===== src/design/osc_ram.sv =====
// Generic single-write, single-read RAM with registered read data.
// No dependencies.
module osc_ram #(
    parameter int WIDTH = 8,
    parameter int DEPTH = 2
) (
    input  logic                                  clk,
    input  logic                                  we,
    input  logic [(DEPTH > 1 ? $clog2(DEPTH) : 1)-1:0] waddr,
    input  logic [WIDTH-1:0]                      wdata,
    input  logic [(DEPTH > 1 ? $clog2(DEPTH) : 1)-1:0] raddr,
    output logic [WIDTH-1:0]                      rdata
);

    logic [WIDTH-1:0] mem [DEPTH];

    always_ff @(posedge clk)
    begin
        if (we)
        begin
            mem[waddr] <= wdata;
        end
        rdata <= mem[raddr];
    end

endmodule


===== config.mk =====
export PLATFORM = sky130hd
export DESIGN_NAME = osc_ram
export DESIGN_NICKNAME = d
export VERILOG_FILES = /design/src/design/osc_ram.sv
export SDC_FILE = /design/constraint.sdc
export NUM_CORES = 1
export LEC_CHECK = 0
export BUFFER_PORTS_ARGS = -buffer_cell sky130_fd_sc_hd__clkbuf_2
export CAP_MARGIN = 40
export CORE_MARGIN = 3
export CORE_UTILIZATION = 52
export CTS_CLUSTER_DIAMETER = 200
export DETAILED_ROUTE_END_ITERATION = 10
export GPL_TIMING_DRIVEN = 0
export PLACE_DENSITY = 0.78
export RECOVER_POWER = 25
export SYNTH_ARGS = -nofsm -noshare
export SYNTH_HDL_FRONTEND = slang
export SYNTH_SLANG_ARGS = --single-unit

===== constraint.sdc =====
create_clock -name clk -period 1.8 [get_ports clk]
set_clock_uncertainty 0.15 [all_clocks]
set_input_delay 0 -clock clk [delete_from_list [all_inputs] [get_ports clk]]
set_output_delay 0 -clock clk [all_outputs]
set_load 0.01 [all_outputs]

==> results of run 1 <==
## power breakdown
part           total, mW  internal (mW)  switching [mW]
registers          0.641          0.631         0.00977
clock network      0.266          0.123           0.142
logic             0.0958         0.0588          0.0371
## per-stage QoR
step	area (sq um)	std cells
finish	1030	82
floorplan	785	35
detailed placement	893	68
global placement	893	68
global route	1030	82
CTS	1030	82
## layer usage
metal | vias to the layer above | wire (um) | track usage, %
met5 | - | 0 | 0
met4 | 0 | 0 | 3.51
met3 | 0 | 88 | 7.17
met2 | 16 | 573 | 22.3
met1 | 177 | 338 | 9.97
li1 | 192 | - | -
## sequential cells by signal, indices dropped and copies added, names as in the netlist
register,count
rdata,8
mem,16
## layout make-up
class	count	area, sq um
tap	15	18.8
timing repair buffer	28	188
fill	91	323
sequential	24	641
buffer	1	11.3
clock buffer	4	36.3
multi-input combinational	10	133
## synth_stat cells
cell type	instances
and2_1	1
nor2b_1	1
dfxtp_1	8
buf_6	1
edfxtp_1	16
mux2_4	8
## cells by family after synthesis
group                  after synthesis
buffers and inverters                1
DFF                                 24
muxes                                8
and+or+nand+nor                      2
## worst paths after layout
kind,to,slack (ns),start
worst max-delay path,mem[0][6]$_DFFE_PP_,0.41,waddr
worst min-delay path,mem[0][4]$_DFFE_PP_,0.06,we
worst max register to register,rdata[6]$_DFF_P_,0.88,mem[0][6]$_DFFE_PP_
worst min register to register,rdata[7]$_DFF_P_,0.34,mem[0][7]$_DFFE_PP_
## repair_timing
action,in CTS,in global routing
gates resized for setup,0,0
hold buffers,10,0
hold endpoints to repair,32,0
==> summary.txt, run 1 <==
Worst setup path
  – Largest stage delay on the critical path: 0.54 ns
  – Setup CP Type: input pin to register
  – WP data required: 1.60 ns
  – Max FO, Critical Path: 8
  – Worst r2r path cells: 1
  – Worst-path cell chain: dlygate4sd3_1, clkbuf_2, nor2b_1
  – CP Buf/Inv Count: 2
  – CP Data Arrival Time: 1.19 ns
  – CP delay by family, top: buffers and inverters
  – Crit. End Element: register
  – Critical path depth: 3
  – Slowest cell on crit path: dlygate4sd3_1
  – Startpoint types: input pin

STA
  – Fin. Hold Viols: 0
  – Fin Setup TNS: 0 ns
  – Final setup fails: 0
  – Unrepaired setup endpoints after global routing: false
  – Slew margin rel.: 53.7%
  – Slack of the critical path: 0.411 ns
  – Pins Over Slew Limit: 0
  – Crit path time final: roughly 1.4 ns
  – Measured slew at the worst slew-check pin: roughly 0.69 ns
  – Max Clk Rate: 720 MHz
  – Period utilization: 77.1%
  – Min Hold Slack: 0.0633 ns

Synth
  – Mux share of post-synthesis cell area: 15.3%
  – Compound-Gate Fraction of Synth Area: 0%
  – Netlist Area Pre-Place: ~780 sq um
  – Synth unique cells: 6
  – Synth Area in Simple Gates: 1.59%
  – Yosys warns: 0
  – Syn Area/Cell: 22.4 sq um
  – Synth Area in XOR/XNOR: 0%
  – Synth area leaders: edfxtp_1 61%, dfxtp_1 20%, mux2_4 15%
  – Flops & latches, synth: 24
  – Post-synth top area cell: edfxtp_1
  – Post-Syn Nets: 47
  – Sequential share of the synthesized area: between 80% and 90%
  – Largest family of logic cells by synthesized area: multiplexers
  – Post-synthesis adder-cell area fraction: 0%
  – Synthesized instance count: 35
  – Synth top area share: 61.2%

Route
  – # DRC: 0
  – Avg WL per Cell: ~12 um
  – Antenna Nets Post-Route: 0
  – DRT Pass-1 Iters: 4
  – DRT iter0 DRCs: 11
  – Post-Route WL: roughly 1 mm
  – Vias per std cell: 4.70
  – Routed via count: a little under 400

Floorplan
  – Top-Level Pins: 20
  – Width of the die: 44.8 um
  – Starting Density: 58.1%
  – Num rows: 13
  – Die ar.: 2010 sq um
  – Core footprint: approximately 1400 sq um
  – Die Span Y: 44.8 um

Power and ir drop
  – Static Leakage: 0.426 nW
  – Peak VDD IR: 0.000672 V
  – Power Dens Cells: 976 nW/um^2
  – Total power: 1.00 mW

Finish
  – Area Growth Syn to Fin: 30.9%
  – Most frequent cells in the layout: 16 x clkbuf_2, 16 x edfxtp_1, 10 x dlygate4sd3_1
  – Fin nets: 80
  – Antenna cells: 0
  – Final core occ: approximately three quarters
  – Share of layout cells above drive strength 1: 43.3%

Place
  – Place WS: 0.606 ns
  – Number of I/O port buffers: 18
  – Routability Congestion: about 0.65

Global routing
  – First-pass GRT wire length: 1.55 mm
  – Total gr overflow: 0
  – GRT Overall Usage: 11.8%
  – Largest net degree at the start of global routing: 14
  – Vias in the first global route: just under 400
  – Initial antenna violation count: 0

Hold path
  – Type of the worst min-delay path: input pin to register
  – Hold path depth: 2

Run status
  – Outcome: finished clean

Clock network
  – H-tree levels: 1
  – Reg clk slew, reported paths: roughly 0.12 ns
  – Clock Path Buffers: 2
  – CTS Buf Count: 3
  – Clk root buf: clkbuf_4
  – Postcts setup bufs: 0
  – Clk_lat worst skew: 0.30 ns
  – CTS tree: built
  – Clock Sinks: 24

Run
  – Maxcap violations: 0
Power figures use the tool's default switching activity.
==> inputs of run 2 (changes only) <==
Settings changed: CORE_UTILIZATION 52 to 48, PLACE_DENSITY 0.78 to 0.73.
Clock period 1.8 ns to 1.45 ns, I/O delays scaled along.
==> summary.txt, run 2 (same netlist as run 1, synthesis figures left out) <==
Floorplan
  – Num rows: 13 (unchanged)
  – Core footprint: 1420 sq um (+4.8%)
  – Die ar.: 2160 sq um (+7.2%)
  – Starting Density: 55.4% (-2.7 points)
  – Die Span Y: 46.4 um (+3.5%)
  – Top-Level Pins: 20 (unchanged)
  – Width of the die: 46.4 um (+3.5%)

Clock network
  – Clock Path Buffers: 2 (unchanged)
  – Clock Sinks: 24 (unchanged)
  – CTS Buf Count: 3 (unchanged)
  – Clk root buf: clkbuf_4
  – CTS tree: built
  – Clk_lat worst skew: 0.29 ns (about the same)
  – Postcts setup bufs: 0 (unchanged)
  – Reg clk slew, reported paths: 0.11 ns (about the same)
  – H-tree levels: 1 (unchanged)

STA
  – Fin. Hold Viols: 0 (unchanged)
  – Measured slew at the worst slew-check pin: 0.400 ns (-0.293 ns)
  – Unrepaired setup endpoints after global routing: false
  – Fin Setup TNS: 0 ns (unchanged)
  – Max Clk Rate: 837 MHz
  – Min Hold Slack: 0.0320 ns (-0.0313 ns)
  – Crit path time final: 1.19 ns
  – Pins Over Slew Limit: 0 (unchanged)
  – Slew margin rel.: 73.2% (+20 points)
  – Period utilization: 82.4%
  – Final setup fails: 0 (unchanged)

Power and ir drop
  – Power Dens Cells: 1160 nW/um^2 (+19%)
  – Peak VDD IR: 0.000904 V (+35%)
  – Total power: 1.18 mW (+17%)
  – Static Leakage: 0.409 nW (-3.9%)

Route
  – DRT iter0 DRCs: 1 (-10)
  – Top layer in use: met3
  – DRT Pass-1 Iters: 2 (-2)
  – Vias per std cell: 4.74 (+1.0%)
  – Routed via count: 389 (+1.0%)
  – Met2 WL post-DR: 553 um (-3.5%)
  – Avg WL per Cell: 11.9 um (-2.5%)
  – # DRC: 0 (unchanged)
  – WL met1: 349 um (+3.3%)
  – WL met3: 72 um (-18%)
  – Antenna Nets Post-Route: 0 (unchanged)
  – Post-Route WL: 975 um (-2.5%)

Run
  – Maxcap violations: 0 (unchanged)

Finish
  – Fin nets: 80 (unchanged)
  – Area Growth Syn to Fin: 29.3%
  – Register name with the most flops: mem
  – Fin cells: 82 (unchanged)
  – Most common cell after layout, fill and taps aside: edfxtp_1
  – Antenna cells: 0 (unchanged)
  – Regs by FF count: mem: 16 flops, rdata: 8 flops
  – Multi-input logic area: 135 sq um (+1.9%)
  – Register area: 641 sq um (unchanged)
  – Share of layout cells above drive strength 1: 37.3% (-6.0 points)
  – Fillcell total: 100 (+9.9%)
  – Max reg flops: 16 (unchanged)
  – Final core occ: 71.7% (-4.4 points)
  – Most frequent cells in the layout: 16 x edfxtp_1, 12 x clkbuf_2, 10 x dlygate4sd3_1

Hold path
  – Type of the worst min-delay path: input pin to register

Worst setup path
  – Crit. End Element: register
  – CP Data Arrival Time: 1.00 ns (-0.19 ns)
  – Setup CP Type: input pin to register
  – Startpoint types: input pin
  – WP data required: 1.26 ns (-0.34 ns)
  – Max FO, Critical Path: 8 (unchanged)

Global routing
  – GRT Overall Usage: 10.7% (-1.1 points)
  – Initial antenna violation count: 0 (unchanged)
  – First-pass GRT wire length: 1.55 mm (unchanged)
  – Total gr overflow: 0 (unchanged)
  – Largest net degree at the start of global routing: 14 (unchanged)
  – Vias in the first global route: 398 (+3.4%)

Place
  – Routability Congestion: 0.587 (-10%)
  – # placed instances: 68 (unchanged)
  – Number of I/O port buffers: 18 (unchanged)

Run status
  – Outcome: finished clean
-- run 2: changes by cell type in the layout (fill, tap and decap cells not counted) --
cell and delta:
clkbuf_1 +4, clkbuf_2 -4, clkbuf_8 -1, clkinv_1 +1, nor2b_1 -1, nor2b_2 +1
-- run 2: metal layers --
metal,vias up,GRT usage [%]
li1,195,-
met1,181,10.1
met2,13,21.4
met3,0,2.73
met4,0,3.41
met5,-,0
-- run 2: final timing paths --
| path | from | endpoint | slack (ns) | depth (start not counted) |
|---|---|---|---|---|
| worst min register to register | mem[0][2]$_DFFE_PP_ | rdata[2]$_DFF_P_ | 0.34 | 1 |
| worst min-delay path | we | mem[0][0]$_DFFE_PP_ | 0.03 | 2 |
| worst max register to register | mem[1][7]$_DFFE_PP_ | rdata[7]$_DFF_P_ | 0.55 | 1 |
| worst max-delay path | waddr | mem[0][3]$_DFFE_PP_ | 0.26 | 3 |
-- run 2: timing repair --
item,4_1_cts,5_1_grt
setup endpoints to repair,0,8
hold buffers,10,0
hold endpoints to repair,32,0
resized for setup,0,1
-- run 2: final cells by class --
cell class,instances,share of cell area [%]
Buffer,1,1.11
Clock buffer,3,2.22
Clock inverter,1,0.370
Multi-Input combinational cell,10,13.3
Sequential cell,24,63.1
Tap cell,15,1.85
Timing Repair Buffer,28,18.0
-- run 2: critical path, cell delays in order --
cell           delay [ns]
dlygate4sd3_1        0.54
clkbuf_2             0.12
nor2b_2              0.34
-- run 2: through the flow --
stage               instance area (sq um)  worst slack, ns
floorplan                             785            0.507
global placement                      893            0.305
detailed placement                    893            0.276
CTS                                  1020           0.0618
global route                         1010            0.184
finish                               1010            0.256
-- run 2: power by group --
group          switching, mW  total (mW)  internal, mW
Clock                  0.163       0.262        0.0999
Combinational         0.0465       0.118        0.0720
Sequential            0.0118       0.795         0.783
Total                  0.221        1.18         0.955
==> inputs of run 3 (changes only) <==
Clock period 1.45 ns to 1.1 ns, I/O delays scaled along.
==> summary.txt, run 3 (same netlist as run 1, synthesis figures left out) <==
Clock network
  – Clock Sinks: 24 (unchanged)
  – H-tree levels: 1 (unchanged)
  – Cts hold-fix bufs: 9 (-1)
  – Clk_lat worst skew: 0.29 ns (about the same)
  – CTS Buf Count: 3 (unchanged)
  – Clock Path Buffers: 2 (unchanged)
  – CTS tree: built
  – Reg clk slew, reported paths: 0.11 ns (about the same)
  – Post_cts resized: 0 (unchanged)
  – Clk root buf: clkbuf_4
  – Postcts setup bufs: 0 (unchanged)

STA
  – Min Hold Slack: -0.0202 ns (-0.0522 ns)
  – Crit path time final: 0.973 ns
  – Pins Over Slew Limit: 0 (unchanged)
  – Final setup fails: 0 (unchanged)
  – Slack of the critical path: 0.127 ns (-0.128 ns)
  – Slew margin rel.: 55.0% (-18 points)
  – Period utilization: 88.4%
  – Fin. Hold Viols: 8 (+8)
  – Max Clk Rate: roughly 1000 MHz
  – Measured slew at the worst slew-check pin: 0.674 ns (+0.274 ns)
  – Unrepaired setup endpoints after global routing: false

Run status
  – Failing checks: negative hold slack
  – Outcome: finished with violations

Global routing
  – Largest net degree at the start of global routing: 14 (unchanged)
  – Vias in the first global route: 387 (-2.8%)
  – First-pass GRT wire length: 1.48 mm (-4.4%)
  – Initial antenna violation count: 0 (unchanged)
  – GRT Overall Usage: 10.2% (-0.49 points)
  – Total gr overflow: 0 (unchanged)

Worst setup path
  – Crit. End Element: register
  – Startpoint types: input pin
  – CP Data Arrival Time: 1.02 ns (+0.02 ns)
  – Max FO, Critical Path: 8 (unchanged)
  – Setup CP Type: input pin to register
  – WP data required: 1.14 ns (-0.12 ns)

Finish
  – Share of layout cells above drive strength 1: 40.9% (+3.6 points)
  – Most common cell after layout, fill and taps aside: edfxtp_1
  – Max reg flops: 16 (unchanged)
  – Register name with the most flops: mem
  – Most frequent cells in the layout: 16 x edfxtp_1, 15 x clkbuf_2, 9 x dlygate4sd3_1
  – Antenna cells: 0 (unchanged)
  – Area Growth Syn to Fin: 28.2%
  – Fin nets: 79 (-1.3%)
  – Post-route cell area: 1010 sq um (-0.86%)
  – Regs by FF count: mem: 16 flops, rdata: 8 flops

Place
  – Dpl cell area: 893 sq um (unchanged)
  – Place WS: -0.0738 ns (-0.350 ns)
  – Number of I/O port buffers: 18 (unchanged)
  – Routability Congestion: 0.587 (unchanged)

Power and ir drop
  – Static Leakage: 0.412 nW (+0.72%)
  – Power Dens Cells: 1540 nW/um^2 (+33%)
  – Logic pwr share: 9.9% (-0.2 points)
  – Peak VDD IR: 0.00120 V (+33%)
  – Pint: 1.26 mW (+32%)
  – Clock Power Share: 22.5% (+0.2 points)
  – Switching power: 0.293 mW (+33%)
  – Seq pwr share: 67.6% (about the same)
  – Switching Share: 18.9% (+0.14 points)

Floorplan
  – Core footprint: 1420 sq um (unchanged)
  – Num rows: 13 (unchanged)
  – Width of the die: 46.4 um (unchanged)
  – Die ar.: 2160 sq um (unchanged)
  – Die Span Y: 46.4 um (unchanged)
  – Starting Density: 55.4% (unchanged)
  – Top-Level Pins: 20 (unchanged)

Route
  – Avg WL per Cell: 11.5 um (-3.0%)
  – DRT Pass-1 Iters: 4 (+2)
  – Vias per std cell: 4.73 (-0.33%)
  – # DRC: 0 (unchanged)
  – Antenna Nets Post-Route: 0 (unchanged)
  – Post-Route WL: 934 um (-4.2%)
  – Routed via count: 383 (-1.5%)
  – DRT iter0 DRCs: 3 (+2)

Hold path
  – Type of the worst min-delay path: input pin to register

Run
  – Maxcap violations: 0 (unchanged)
[run 3: per-stage QoR]
step / utilization, % / total power, mW / cells / setup TNS, ns
floorplan: - / 1.14 / 35 / 0
global placement: 63.1 / 1.19 / 68 / -0.361
detailed placement: 63.1 / 1.20 / 68 / -0.589
CTS: 71.4 / 1.57 / 81 / 0
global route: 71.1 / 1.63 / 81 / 0
finish: 71.1 / 1.55 / 81 / 0
[run 3: path summary, 6_finish.rpt]
path                                       endpoint           startpoint  cells past startpoint  slack [ns]
worst min-delay path            mem[0][0]$_DFFE_PP_                waddr                      2       -0.02
worst min register to register     rdata[2]$_DFF_P_  mem[0][2]$_DFFE_PP_                      1        0.34
worst max-delay path               rdata[7]$_DFF_P_                raddr                      3        0.13
worst max register to register     rdata[7]$_DFF_P_  mem[1][7]$_DFFE_PP_                      1        0.19
[run 3: area by class of cell]
| cell class | count | area, sq um |
|---|---|---|
| Fill cell | 98 | 409 |
| Multi-Input combinational cell | 10 | 133 |
| Clock buffer | 3 | 22.5 |
| Sequential cell | 24 | 641 |
| Tap cell | 15 | 18.8 |
| Clock inverter | 1 | 3.75 |
| Timing Repair Buffer | 27 | 176 |
| Buffer | 1 | 11.3 |
[run 3: critical path, stage by stage]
cell and delay (ns):
dlygate4sd3_1 0.54, buf_6 0.16, mux2_4 0.31
[run 3: power by group through the flow]
| stage | clock network [mW] | logic [mW] | registers, mW |
|---|---|---|---|
| 5_1_grt | 0.408 | 0.167 | 1.05 |
| 2_1_floorplan | 0 | 0.0621 | 1.08 |
| 3_3_place_gp | 0 | 0.127 | 1.07 |
| 6_report | 0.349 | 0.154 | 1.05 |
| 4_1_cts | 0.368 | 0.157 | 1.05 |
| 3_5_place_dp | 0 | 0.131 | 1.07 |
[run 3: metal layers]
layer / global-route usage [%] / vias to the layer above / wire length [um]
met5: 0 / - / 0
met4: 3.41 / 0 / 0
met3: 2.34 / 0 / 64
met2: 20.3 / 13 / 526
met1: 9.82 / 180 / 343
li1: - / 190 / -
